<file path="src/sv/assert_macros.svh">
// Assertion macros used by the controller of the indexed list store.
`ifndef ASSERT_MACROS_SVH
`define ASSERT_MACROS_SVH
`ifndef SYNTHESIS
`define ILS_ASSERT(lbl, clk, rst_n, prop, msg) \
	lbl: assert property (@(posedge clk) disable iff (!rst_n) (prop)) else $error(msg);
`define ILS_ASSERT_NEVER(lbl, clk, rst_n, cond, msg) \
	lbl: assert property (@(posedge clk) disable iff (!rst_n) !(cond)) else $error(msg);
`else
`define ILS_ASSERT(lbl, clk, rst_n, prop, msg)
`define ILS_ASSERT_NEVER(lbl, clk, rst_n, cond, msg)
`endif
`endif

</file>
<file path="src/sv/ils_pkg.sv">
// Package with the types and constants of the indexed list store.
package ils_pkg;

	localparam int DATA_W       = 32;
	localparam int IDX_W        = 7;
	localparam int LEN_W        = 7;
	localparam int OP_W         = 3;
	localparam int CAPACITY_DEF = 64;
	localparam int S_TDATA_W    = 48;
	localparam int M_TDATA_W    = 48;

	// Value returned by a read that misses.
	localparam logic [DATA_W-1:0] READ_MISS = '1;

	typedef enum logic [OP_W-1:0] {
		OP_READ     = 3'd0,
		OP_INS_HEAD = 3'd1,
		OP_INS_TAIL = 3'd2,
		OP_INS_AT   = 3'd3,
		OP_DELETE   = 3'd4
	} op_t;

	// Command broadcast from the controller to every cell.
	typedef struct packed {
		logic              ins;
		logic              del;
		logic [DATA_W-1:0] value;
	} cell_cmd_t;

endpackage

</file>
<file path="src/sv/ils_cell.sv">
// One storage cell of the list row: holds one entry and shifts with its neighbors.
module ils_cell #(
	parameter int POS = 0,
	parameter int CW  = 7
) (
	input  logic                      clk,
	input  ils_pkg::cell_cmd_t        cmd,
	input  logic [CW-1:0]             pos,
	input  logic [ils_pkg::DATA_W-1:0] left,
	input  logic [ils_pkg::DATA_W-1:0] right,
	output logic [ils_pkg::DATA_W-1:0] val,
	output logic [ils_pkg::DATA_W-1:0] rd_part
);
	import ils_pkg::*;

	localparam logic [CW-1:0] MY_POS = CW'(POS);

	logic [DATA_W-1:0] val_q;

	// Insert opens a gap at pos, delete closes the gap at pos.
	always_ff @(posedge clk) begin
		if (cmd.ins) begin
			if (MY_POS > pos) begin
				val_q <= left;
			end else if (MY_POS == pos) begin
				val_q <= cmd.value;
			end
		end else if (cmd.del) begin
			if (MY_POS >= pos) begin
				val_q <= right;
			end
		end
	end

	assign val = val_q;

	// The cell drives its entry onto the read bus only when addressed.
	assign rd_part = (MY_POS == pos) ? val_q : '0;

endmodule

</file>
<file path="config.mk">
export PLATFORM = sky130hd
export DESIGN_NAME = ils_cell
export DESIGN_NICKNAME = d
export VERILOG_FILES = /design/src/sv/assert_macros.svh /design/src/sv/ils_pkg.sv /design/src/sv/ils_cell.sv
export SDC_FILE = /design/constraint.sdc
export NUM_CORES = 1
export LEC_CHECK = 0
export ABC_AREA = 1
export BUFFER_PORTS_ARGS = -buffer_cell sky130_fd_sc_hd__buf_4
export CAP_MARGIN = 10
export CORE_MARGIN = 1
export CORE_UTILIZATION = 41
export CTS_CLUSTER_SIZE = 16
export DETAILED_ROUTE_END_ITERATION = 10
export HOLD_SLACK_MARGIN = 0.03
export PLACE_DENSITY = 0.86
export SKIP_CTS_REPAIR_TIMING = 1
export SYNTH_ARGS = -nofsm -noshare
export SYNTH_HDL_FRONTEND = slang
export SYNTH_SLANG_ARGS = --single-unit
</file>
<file path="constraint.sdc">
create_clock -name clk -period 6.39 [get_ports clk]
set_clock_uncertainty 0.1 [all_clocks]
set_input_delay 0.639 -clock clk [delete_from_list [all_inputs] [get_ports clk]]
set_output_delay 0.639 -clock clk [all_outputs]
set_load 0.03 [all_outputs]
</file>
# --- After elaboration in Yosys (flattened, before gate mapping) ---
# Index checks and enable logic that the tools add are counted.
classes:
  n_shift: 0
  addsub: 0
  mul: 0
  n_div: 0
  n_mux: 6
  n_lt_le_gt_ge: 2
  n_reduce_logical: 4
  bitwise_logic: 0
  eq_ne: 1
ops:
  columns: ["operator", "n"]
  rows:
  - ["2-to-1 mux 32 bit", 6]
  - ["greater-or-equal comparator 1 x 7 -> 1 bit (first input constant)", 1]
  - ["greater-than comparator 1 x 7 -> 1 bit (first input constant)", 1]
  - ["zero test 7 bit", 1]
  - ["nonzero test 2 bit", 2]
  - ["inequality test 3 x 1 -> 1 bit (second input constant)", 1]
  - ["AND reduction 3 bit", 1]
totals:
  out_inout_bits: 64
  memories: 0
  rom_bits: 0
  word_cells: 14
  inputBits: 106
  ram_bits: 0
  latchBits: 0
  register_bits: 32

# --- Logic depth before layout (Yosys ltp) ---
logic_depth:
  depth_word: 4
  mapped_depth: 4
  depth_no_buf: 3

# --- Worst setup path after synthesis ---
# No wires, ideal clock.
synth_timing:
  path_kind: "input to register"
  start: "in pos[0]"
  end: "reg val_q[0], in the netlist val[0], enable pin"
  cell_stages: 3
  n_path_buf: 0
  t_arrival_ps: 3105
  t_required_ps: 5829
  path_slack_ps: 2724
  setup_ps: 461
  cell_sequence: "nor2_2 > nand2_2 > nor3_1"
synth_via:
  elab_chain_len: 3
  word_cells_on_any_way: 6
  cone_classes: "2 x order compare; 1 x eq/ne; 3 x reduce/logical"
synth_lines:
  columns: ["element", "line_no", "source"]
  rows:
  - ["start, declared", "ils_cell.sv:8", "input logic [CW-1:0] pos,"]
  - ["greater-than comparator 1 x 7 -> 1 bit (tied with other cells)", "ils_cell.sv:23", "if (MY_POS > pos) begin"]
  - ["inequality test 3 x 1 -> 1 bit (no source line) / nonzero test 2 bit (equally long branches)", null, null]
  - ["AND reduction 3 bit (no source line) (*)", null, null]
  - ["end signal, assigned", "ils_cell.sv:24", "val_q <= left;"]
  - ["end signal, assigned", "ils_cell.sv:26", "val_q <= cmd.value;"]
  - ["end signal, assigned", "ils_cell.sv:30", "val_q <= right;"]
  - ["end, declared", "ils_cell.sv:18", "logic [DATA_W-1:0] val_q;"]
# Mark *: on every way between the ends. The rest lies on a longest branch, timed or not.
# A chain may end at the register's enable or synchronous reset.

# --- Final worst setup path ---
layout_timing:
  start: "in pos[0]"
  end: "out rd_part[10] in the netlist's numbering"
layout_via:
  elab_chain_len: 2
layout_lines:
  columns: ["element", "line_no", "source"]
  rows:
  - ["zero test 7 bit", "ils_cell.sv:38", "assign rd_part = (MY_POS == pos) ? val_q : '0;"]
  - ["2-to-1 mux 32 bit", "ils_cell.sv:38", null]
  - ["end, declared", "ils_cell.sv:12", "output logic [ils_pkg::DATA_W-1:0] rd_part"]
# Every way passes these cells.

==> impl_metrics.env <==
export IMPL_final_cell_mix="138 x buf_4, 65 x inv_1, 32 x nand2_1, 32 x edfxtp_1, 31 x nor3_2"
export IMPL_cp_num_buf_inv=2
export IMPL_hold_viol=0
export IMPL_worst_pin_slew_ns=0.973
export IMPL_drtIter0Drc=89
export IMPL_path_cells="buf_4 > nor2_2 > nand2_2 > nor3_2 > buf_4"
export IMPL_die_y_um=71.0
export IMPL_grt_pass1_vias=1764
export IMPL_grt_pass1_wl_um=7910
export IMPL_cp_depth=5
export IMPL_drv_slew=0
export IMPL_endpoint_kind="output pin"
export IMPL_die_area_um2=5040
export IMPL_cts_sinks=32
export IMPL_syn_cell_area_um2=1950
export IMPL_first_pass_iters=7
export IMPL_slew_headroom_pct=34.9
export IMPL_grt_setup_unrepaired="no"
export IMPL_final_seq_area_um2=961
export IMPL_ant_nets=0
export IMPL_max_stage_delay_ns=0.52
export IMPL_tritoncts="done"
export IMPL_vias_per_cell=4.52
export IMPL_startpoint="pos[0]"
export IMPL_power_density_nw_per_um2=147
export IMPL_violations="DRC"
export IMPL_mostFrequentLayoutCell="buf_4"
export IMPL_multiInputGateArea_um2=631
export IMPL_syn_num_nets=319
export IMPL_grt_max_degree=66
export IMPL_dpl_hpwl_um=3650
export IMPL_fp_dieW_um=71.0
export IMPL_h_tree_depth=2
export IMPL_cts_root_buf="clkbuf_8"
export IMPL_dp_slack_ns=3.66
export IMPL_fin_crit_ns=2.70
export IMPL_syn_instance_count=213
export IMPL_cts_clk_slew_worst_paths_ns=0.07
export IMPL_ys_types=13
export IMPL_fillerInstances=361
export IMPL_synth_warnings=0
export IMPL_rows=24
export IMPL_required_ns=5.65
export IMPL_core_area_um2=4470
export IMPL_min_path_type="input port to register"
export IMPL_fmax_mhz=370
export IMPL_areaGrowthSynthToFinish_pct=54.5
export IMPL_setup_viol=0
export IMPL_numCtsBuffers=5
export IMPL_ys_seq_elements=32
export IMPL_start_util_pct=43.6
export IMPL_nets=451
export IMPL_ioPinCount=170
export IMPL_antenna_found_initial=0
export IMPL_cp_slowest_cell="nand2_2"
export IMPL_post_drt_wl_per_cell_um=12.1
export IMPL_largest_reg_flops=32
export IMPL_status="finished, violations left"
export IMPL_wl_met2_um=2580
export IMPL_hold_ws_ns=0.546
export IMPL_crit_top_cell="buf_4"
export IMPL_worst_slack_ns=3.69
export IMPL_maxCapViolations=0
export IMPL_vias=1795
export IMPL_top_layer="met4"
export IMPL_overflow=0
export IMPL_p_leak_uw=0.00152
export IMPL_met1Wirelength_um=1820
export IMPL_io_buffers=137
export IMPL_drive_gt1_share_pct=51.3
export IMPL_totalWireLength_um=4800
export IMPL_clockBufferDepth=2
export IMPL_critPathTopFamily="simple AND/OR/NAND/NOR gates"
export IMPL_synth_seq_area_share_pct=49.3
export IMPL_wl_met3_um=301
export IMPL_vdd_drop_max_mv=0.102
export IMPL_critical_path_class="input port to output pin"
export IMPL_arrival_ns=1.96
export IMPL_drc=9
export IMPL_gp_congestion=0.862
export IMPL_path_max_fanout=33
export IMPL_track_usage_pct=20.3
export IMPL_n_antenna_cell=0
export IMPL_timing_setup_tns_ns=0
export IMPL_start_kind="input port"
export IMPL_syn_avg_cell_area_um2=9.16
export IMPL_final_period_utilization_pct=42.3
export IMPL_fin_area_um2=3010
export IMPL_placed_area_um2=2940
export IMPL_cp_endpoint="rd_part[10]"
layout make-up:
| cell class | count | area share [%] |
|---|---|---|
| clock buffers | 5 | 2.28 |
| clock inverters | 2 | 0.249 |
| inverters | 65 | 8.10 |
| multi-input cells | 103 | 20.9 |
| flip-flops and latches | 32 | 31.9 |
| well taps | 52 | 2.16 |
| repair buffers | 138 | 34.4 |
where the power goes:
part,switching [uW],internal [uW]
logic,30.8,38.1
registers,0.572,234
clock network,66.7,71.7
worst min-delay path by stage:
stage	from	end	slack, ns	depth (start not counted)
after floorplan	cmd[0]	val[0]	0.73	2
after global routing	cmd[12]	val[12]	0.54	3
after detailed placement	cmd[0]	val[0]	0.82	3
after CTS	cmd[0]	val[0]	0.54	3
final	cmd[1]	val[1]	0.55	3
after global placement	cmd[17]	val[17]	0.81	3
per-layer routing:
metal	vias up	track usage, %
met5	-	0
met4	0	7.78
met3	9	3.99
met2	79	37.2
met1	787	23.2
li1	920	-
per-stage QoR:
step | power (uW) | std cells | util (%)
after floorplan | 272 | 213 | -
after global routing | 465 | 397 | 67.3
after CTS | 447 | 397 | 67.3
after global placement | 306 | 390 | 65.6
after detailed placement | 308 | 390 | 65.6
final | 442 | 397 | 67.3
Yosys cell counts, drive strengths merged:
| master | number | area share, % |
|---|---|---|
| nor2 | 4 | 0.90 |
| nor3 | 33 | 16 |
| inv | 65 | 13 |
| clkbuf | 1 | 0.19 |
| edfxtp | 32 | 49 |
| o21ai | 32 | 8.2 |
| nand2 | 34 | 6.8 |
| buf | 12 | 6.0 |
logic make-up (layout without fill, tap and decap cells):
| group | after synthesis | count (layout) | share of synthesized area [%] |
|---|---|---|---|
| buf+inv | 78 | 210 | 18.7 |
| flops | 32 | 32 | 49.3 |
| simple gates | 71 | 71 | 23.9 |
| compound gates | 32 | 32 | 8.21 |
(Power assumes the default switching activity.)
