File: src/sv/assert_macros.svh
// Assertion macros used by the controller of the indexed list store.
`ifndef ASSERT_MACROS_SVH
`define ASSERT_MACROS_SVH
`ifndef SYNTHESIS
`define ILS_ASSERT(lbl, clk, rst_n, prop, msg) \
	lbl: assert property (@(posedge clk) disable iff (!rst_n) (prop)) else $error(msg);
`define ILS_ASSERT_NEVER(lbl, clk, rst_n, cond, msg) \
	lbl: assert property (@(posedge clk) disable iff (!rst_n) !(cond)) else $error(msg);
`else
`define ILS_ASSERT(lbl, clk, rst_n, prop, msg)
`define ILS_ASSERT_NEVER(lbl, clk, rst_n, cond, msg)
`endif
`endif

File: src/sv/ils_pkg.sv
// Package with the types and constants of the indexed list store.
package ils_pkg;

	localparam int DATA_W       = 32;
	localparam int IDX_W        = 7;
	localparam int LEN_W        = 7;
	localparam int OP_W         = 3;
	localparam int CAPACITY_DEF = 64;
	localparam int S_TDATA_W    = 48;
	localparam int M_TDATA_W    = 48;

	// Value returned by a read that misses.
	localparam logic [DATA_W-1:0] READ_MISS = '1;

	typedef enum logic [OP_W-1:0] {
		OP_READ     = 3'd0,
		OP_INS_HEAD = 3'd1,
		OP_INS_TAIL = 3'd2,
		OP_INS_AT   = 3'd3,
		OP_DELETE   = 3'd4
	} op_t;

	// Command broadcast from the controller to every cell.
	typedef struct packed {
		logic              ins;
		logic              del;
		logic [DATA_W-1:0] value;
	} cell_cmd_t;

endpackage

File: src/sv/ils_ctrl.sv
// Operation decoder, entry counter and result register of the list store.
`include "assert_macros.svh"
module ils_ctrl #(
	parameter int CAPACITY = ils_pkg::CAPACITY_DEF,
	parameter int CW       = 7
) (
	input  logic                        clk,
	input  logic                        arst_n,
	input  logic                        s_tvalid,
	output logic                        s_tready,
	input  logic [ils_pkg::S_TDATA_W-1:0] s_tdata,
	output logic                        m_tvalid,
	input  logic                        m_tready,
	output logic [ils_pkg::M_TDATA_W-1:0] m_tdata,
	input  logic [ils_pkg::DATA_W-1:0]  rd_bus,
	output ils_pkg::cell_cmd_t          cmd,
	output logic [CW-1:0]               pos
);
	import ils_pkg::*;

	localparam logic [CW-1:0] CAP_C = CW'(CAPACITY);

	logic [OP_W-1:0]   in_op;
	logic [IDX_W-1:0]  in_index;
	logic [DATA_W-1:0] in_value;
	logic [CW-1:0]     idx_w;
	logic              accept;
	logic              room;
	logic              ins_ok;
	logic              del_ok;
	logic              hit;
	logic [DATA_W-1:0] rd_d;
	logic [CW-1:0]     count_q;
	logic [DATA_W-1:0] rd_q;
	logic              found_q;
	logic              done_q;
	logic [LEN_W-1:0]  len_q;
	logic              m_tvalid_q;

	// Unpack the input transfer.
	assign in_op    = s_tdata[OP_W-1:0];
	assign in_index = s_tdata[OP_W +: IDX_W];
	assign in_value = s_tdata[OP_W+IDX_W +: DATA_W];
	assign idx_w    = CW'(in_index);

	assign s_tready = !m_tvalid_q || m_tready;
	assign accept   = s_tvalid && s_tready;
	assign room     = count_q < CAP_C;

	// Decode the operation into a cell command.
	always_comb begin
		ins_ok = 1'b0;
		del_ok = 1'b0;
		hit    = 1'b0;
		rd_d   = '0;
		pos    = idx_w;
		unique case (in_op)
			OP_READ: begin
				hit  = idx_w < count_q;
				rd_d = hit ? rd_bus : READ_MISS;
			end
			OP_INS_HEAD: begin
				ins_ok = room;
				pos    = '0;
			end
			OP_INS_TAIL: begin
				ins_ok = room;
				pos    = count_q;
			end
			OP_INS_AT: begin
				ins_ok = room && (idx_w <= count_q);
			end
			OP_DELETE: begin
				del_ok = idx_w < count_q;
			end
			default: begin
				ins_ok = 1'b0;
			end
		endcase
	end

	assign cmd.ins   = accept && ins_ok;
	assign cmd.del   = accept && del_ok;
	assign cmd.value = in_value;

	// Entry counter and output valid.
	always_ff @(posedge clk or negedge arst_n) begin
		if (!arst_n) begin
			count_q    <= '0;
			m_tvalid_q <= 1'b0;
		end else begin
			if (cmd.ins) begin
				count_q <= count_q + 1'b1;
			end else if (cmd.del) begin
				count_q <= count_q - 1'b1;
			end
			if (accept) begin
				m_tvalid_q <= 1'b1;
			end else if (m_tready) begin
				m_tvalid_q <= 1'b0;
			end
		end
	end

	// Result register, loaded with each accepted transfer.
	always_ff @(posedge clk) begin
		if (accept) begin
			rd_q    <= rd_d;
			found_q <= hit;
			done_q  <= hit || ins_ok || del_ok;
			if (ins_ok) begin
				len_q <= LEN_W'(count_q + 1'b1);
			end else if (del_ok) begin
				len_q <= LEN_W'(count_q - 1'b1);
			end else begin
				len_q <= LEN_W'(count_q);
			end
		end
	end

	assign m_tvalid = m_tvalid_q;
	assign m_tdata  = {7'd0, len_q, done_q, found_q, rd_q};

	`ILS_ASSERT(a_count_bound, clk, arst_n, count_q <= CAP_C, "entry count above capacity")
	`ILS_ASSERT_NEVER(a_ins_del, clk, arst_n, cmd.ins && cmd.del, "insert and delete together")
	`ILS_ASSERT(a_ins_grow, clk, arst_n, cmd.ins |=> count_q == CW'($past(count_q) + 1'b1), "insert did not grow the list")
	`ILS_ASSERT(a_del_shrink, clk, arst_n, cmd.del |=> count_q == CW'($past(count_q) - 1'b1), "delete did not shrink the list")
	`ILS_ASSERT(a_result_valid, clk, arst_n, accept |=> m_tvalid_q, "accepted transfer gave no result")

endmodule

File: config.mk
export PLATFORM = sky130hd
export DESIGN_NAME = ils_ctrl
export DESIGN_NICKNAME = d
export VERILOG_FILES = /design/src/sv/ils_pkg.sv /design/src/sv/ils_ctrl.sv
export VERILOG_INCLUDE_DIRS = /design/src /design/src/sv
export SDC_FILE = /design/constraint.sdc
export NUM_CORES = 1
export LEC_CHECK = 0
export BUFFER_PORTS_ARGS = -buffer_cell sky130_fd_sc_hd__buf_2
export CORE_MARGIN = 2
export CORE_UTILIZATION = 43
export CTS_CLUSTER_SIZE = 40
export DETAILED_ROUTE_END_ITERATION = 16
export GPL_TIMING_DRIVEN = 0
export PLACE_DENSITY_LB_ADDON = 0.05
export SLEW_MARGIN = 25
export SYNTH_ARGS = -nofsm -noshare
export SYNTH_HDL_FRONTEND = slang
export SYNTH_SLANG_ARGS = --single-unit
File: constraint.sdc
create_clock -name clk -period 3.3 [get_ports clk]
set_input_delay 0.33 -clock clk [delete_from_list [all_inputs] [get_ports clk]]
set_output_delay 0.33 -clock clk [all_outputs]
set_load 0.01 [all_outputs]
# Word level (Yosys, flattened, before mapping)
# Index checks and enable logic that the tools add are counted.
totals:
  register_bits: 49
op_classes:
  n_reduce_logical: 12
  eq_ne: 4
  n_addsub: 2
  order_cmp: 3
  mux: 11
ops:
  columns: ["operator", "n"]
  rows:
  - ["32-bit two-way mux", 1]
  - ["7-bit two-way mux", 4]
  - ["7-bit one-hot mux with 2 select lines", 1]
  - ["7-bit by 1-bit adder with 7-bit output (second input constant)", 1]
  - ["7-bit <= comparator", 1]
  - ["7-bit < comparator", 1]
  - ["7-bit < comparator (second input constant)", 1]
  - ["7-bit by 1-bit subtractor with 7-bit output (second input constant)", 1]
  - ["3-bit by 2-bit == test with 1-bit output (second input constant)", 2]
  - ["1-bit logical AND", 4]
  - ["1-bit two-way mux", 4]
  - ["2-bit nonzero test", 2]
  - ["3-bit by 1-bit == test with 1-bit output (second input constant)", 1]
  - ["3-bit == test (second input constant)", 1]
  - ["3-bit logical NOT", 1]
  - ["1-bit logical OR", 3]
  - ["1-bit one-hot mux with 2 select lines", 1]
  - ["2-bit OR reduction", 1]
  - ["1-bit logical NOT", 1]

# Longest topological paths before layout
logic_depth:
  depth_word: 6
  ltp_mapped: 10
  ltp_nobuf: 8

# Worst setup path before layout
# No wires, ideal clock.
synth_path:
  path_kind: "register to register"
  start: "register count_q[6]"
  end: "register count_q[4]"
  setup_ns: 0.080
  arrival_ns: 2.263
  required_ns: 3.220
  stages_incl_launch_ff: 11
  slack_ns: 0.957
  cell_sequence: "dfrtp_1 clkbuf_1 inv_1 ha_1 a21oi_2 o2111ai_1 or2_1 buf_6 or4_4 o31ai_2 xnor2_1"
synth_between:
  elab_chain_len: 5
  word_cells_on_any_way: 10
  cone_classes: "order compare (3); mux (3); reduce/logical (4)"
synth_lines:
  columns: ["element", "line_no", "rtl"]
  rows:
  - ["start, declared", "ils_ctrl.sv:33", "logic [CW-1:0] count_q;"]
  - ["start signal, assigned", "ils_ctrl.sv:93", "count_q <= count_q + 1'b1;"]
  - ["start signal, assigned", "ils_ctrl.sv:95", "count_q <= count_q - 1'b1;"]
  - ["7-bit < comparator / 7-bit <= comparator (equally long branches)", "ils_ctrl.sv:48, ils_ctrl.sv:71", null]
  - ["1-bit logical AND", "ils_ctrl.sv:71", "ins_ok = room && (idx_w <= count_q);"]
  - ["1-bit one-hot mux with 2 select lines", "ils_ctrl.sv:57", "unique case (in_op)"]
  - ["1-bit logical AND", "ils_ctrl.sv:82", "assign cmd.ins = accept && ins_ok;"]
  - ["7-bit two-way mux / 2-bit nonzero test (equally long branches)", null, null]
# Several ways; a longest one is shown, not always the timed one.
# A chain may end at the register's enable or synchronous reset.

==> run metrics <==
outcome=complete, no violations; CP arrival=2.63 ns; Leak=about 0.0017 uW; relative slew slack=0.440; Sink Count=49; final RePlAce weighted congestion=slightly below 0.8; htree depth=2; cts bufs inserted=5; boundary pin count=175; area occupied by registers=1430 um2; Worst-Margin Slew=0.833 ns; Peak Freq=338 MHz; critical path fanouts, max=10; Final setup violation count=0; Die ar.=just over 7000 um2; Reg2Reg Capture Point=rd_q[5]; Crit path required time=2.97 ns; vias per cell=roughly 4.9; DR iter-0 viols=74; CTS max path bufs=2; CTS tree=built; clock insertion delay at the later pin of the skew report=0.31 ns; TNS Setup=0 ns; total number of vias=2303; GRT overflow=0; Worst Hold Class=input pin to register; share of post-route cells with drive strength above 1=0.485; Filler cells=594; initial antenna violation count=0; Die X=84.8 um; commonest cells after routing, fill and taps aside=buf_2, buf_4, edfxtp_1; syn_area_per_cell=11.4 um2; clock root buffer=clkbuf_8; row cnt=29; hold depth=2; RSZ-0062 raised after global routing=no; core region area=6310 um2; Hold Fails Final Rpt=0; Crit. End Element=output port; post-route ant nets=0; Place WS=0.630 ns; first-pass GRT wire length=between 9 and 10 mm; cts repair resizes=0; First-pass DRT Iterations=4; Post-synth EDFFs=41; final worst path period share=0.896; VDD IR max=roughly 0.29 mV; worst r2r path cells=9; reg2reg start=count_q[6]; crit path launch type=register; Area Overhead vs Synth=31.7%; cell area after synthesis=2810 um2; largest net degree at the start of global routing=28; postcts setup bufs=0; Netlist cell types=between 40 and 50; cell area power density=just over 500 nW/um2; DP HPWL=around 4.8 mm; Setup Skew=0.00858 ns; crit path time final=2.96 ns; critical path type=register to output port; Multi-input gate area=about 990 um2; most common cell after layout, fill and taps aside=buf_2; Max Cap Viol=0; ant diodes=0; Final Max Tran Viols=0; GRT Resource Usage Total=0.172; overall power=1880 uW; hold worst-path end=m_tvalid; Yosys warnings=0; final wirelength=6.26 mm; Seq cells post-synth=49; vias in the first global route=2110; nets=484; Final WS setup=around 0.34 ns; HP Start=s_tvalid; flop2flop setup slack=between 0.6 and 0.7 ns; Initial Util=0.444; Buffers on Ports=129; DRC viols=0; fraction of registers with async set/reset=0.163; Mapped Cells=about 250; predominant post-synthesis flop cell=edfxtp_1; Seq/Total Area, Yosys=0.510; chip height=84.8 um; Clk pin slew, worst setup/hold paths=around 0.1 ns; Avg WL per Cell=13.3 um
==> how the worst max path moves through the flow <==
| stage | from | end | slack (ns) | depth (start not counted) |
|---|---|---|---|---|
| 6_report | count_q[6] | cmd[33] | 0.34 | 10 |
| 4_1_cts | count_q[6] | cmd[33] | 0.33 | 10 |
| 3_5_place_dp | count_q[6] | rd_q[12] | 0.63 | 9 |
| 2_1_floorplan | count_q[6] | count_q[4] | 0.96 | 10 |
| 3_3_place_gp | m_tready | count_q[6] | 0.63 | 8 |
| 5_1_grt | count_q[6] | cmd[33] | 0.08 | 10 |
==> synth_stat cells, types with 3 or more instances <==
cell type / number / area share
a21oi_1: 7 / 0.012
a22o_1: 11 / 0.034
buf_4: 41 / 0.11
clkbuf_1: 11 / 0.015
dfrtp_1: 8 / 0.071
edfxtp_1: 41 / 0.44
ha_1: 9 / 0.040
inv_1: 8 / 0.011
mux2i_1: 3 / 0.011
nand2_1: 10 / 0.013
nand3_1: 5 / 0.0089
nor2_1: 9 / 0.012
nor3_1: 4 / 0.0071
o21a_1: 32 / 0.086
o31ai_1: 4 / 0.011
xnor2_1: 11 / 0.034
==> what timing repair did <==
| item | CTS | global route |
|---|---|---|
| hold buffers | 1 | 0 |
| hold endpoints to repair | 8 | 0 |
| endpoints found under the setup margin | 0 | 0 |
==> through the flow <==
step | hold WS [ns] | util | instances | cell area, um2
after floorplan | 0.0344 | - | 253 | 2830
after global placement | 0.194 | 0.565 | 459 | 3570
after detailed placement | 0.198 | 0.569 | 460 | 3590
after CTS | 0.224 | 0.585 | 469 | 3690
after global routing | 0.226 | 0.585 | 469 | 3690
final | 0.223 | 0.585 | 469 | 3690
==> layout make-up <==
type	instances	share of cell area
Sequential cell	49	0.387
Multi-Input combinational cell	140	0.269
Clock inverter	3	0.00711
Tap cell	77	0.0261
Buffer	55	0.100
Clock buffer	5	0.0186
Inverter	9	0.00914
Timing Repair Buffer	131	0.183
==> layer usage <==
layer,up-vias,track usage,share of wire
li1,1135,-,-
met1,1050,0.228,0.43
met2,112,0.293,0.48
met3,6,0.0433,0.082
met4,0,0.0260,0.0070
met5,-,0,0
==> worst max-delay path, stage by stage (launching register included) <==
cell and delay (ns):
dfrtp_1 0.34, clkbuf_1 0.30, inv_1 0.08, ha_1 0.33, nand4_1 0.12, a21oi_1 0.30, o21ai_1 0.23, nand2_1 0.14
buf_2 0.25, nor2_1 0.07, buf_2 0.16
==> registers in the layout, indices dropped and copies added (netlist names) <==
register and flops:
done_q 1, len_q 7, found_q 1, count_q 7
rd_q 32, m_tvalid 1
==> power breakdown <==
group          total (uW)  leakage [uW]  internal, uW  switching [uW]
Sequential            834      0.000491           779            55.1
Clock                 374     0.0000423           154             219
Combinational         674       0.00118           289             385
Total                1880       0.00172          1220             659
==> cells by family after synthesis <==
group / Yosys count / share of synthesized area
DFF: 49 / 0.510
and+or+nand+nor: 42 / 0.0772
xor gates and xnor gates: 11 / 0.0343
muxes: 3 / 0.0107
other: 1 / 0.00134
buffers and inverters: 64 / 0.144
AOI/OAI and AO/OA: 68 / 0.182
adders and majority gates: 9 / 0.0401
(Power assumes the default switching activity.)
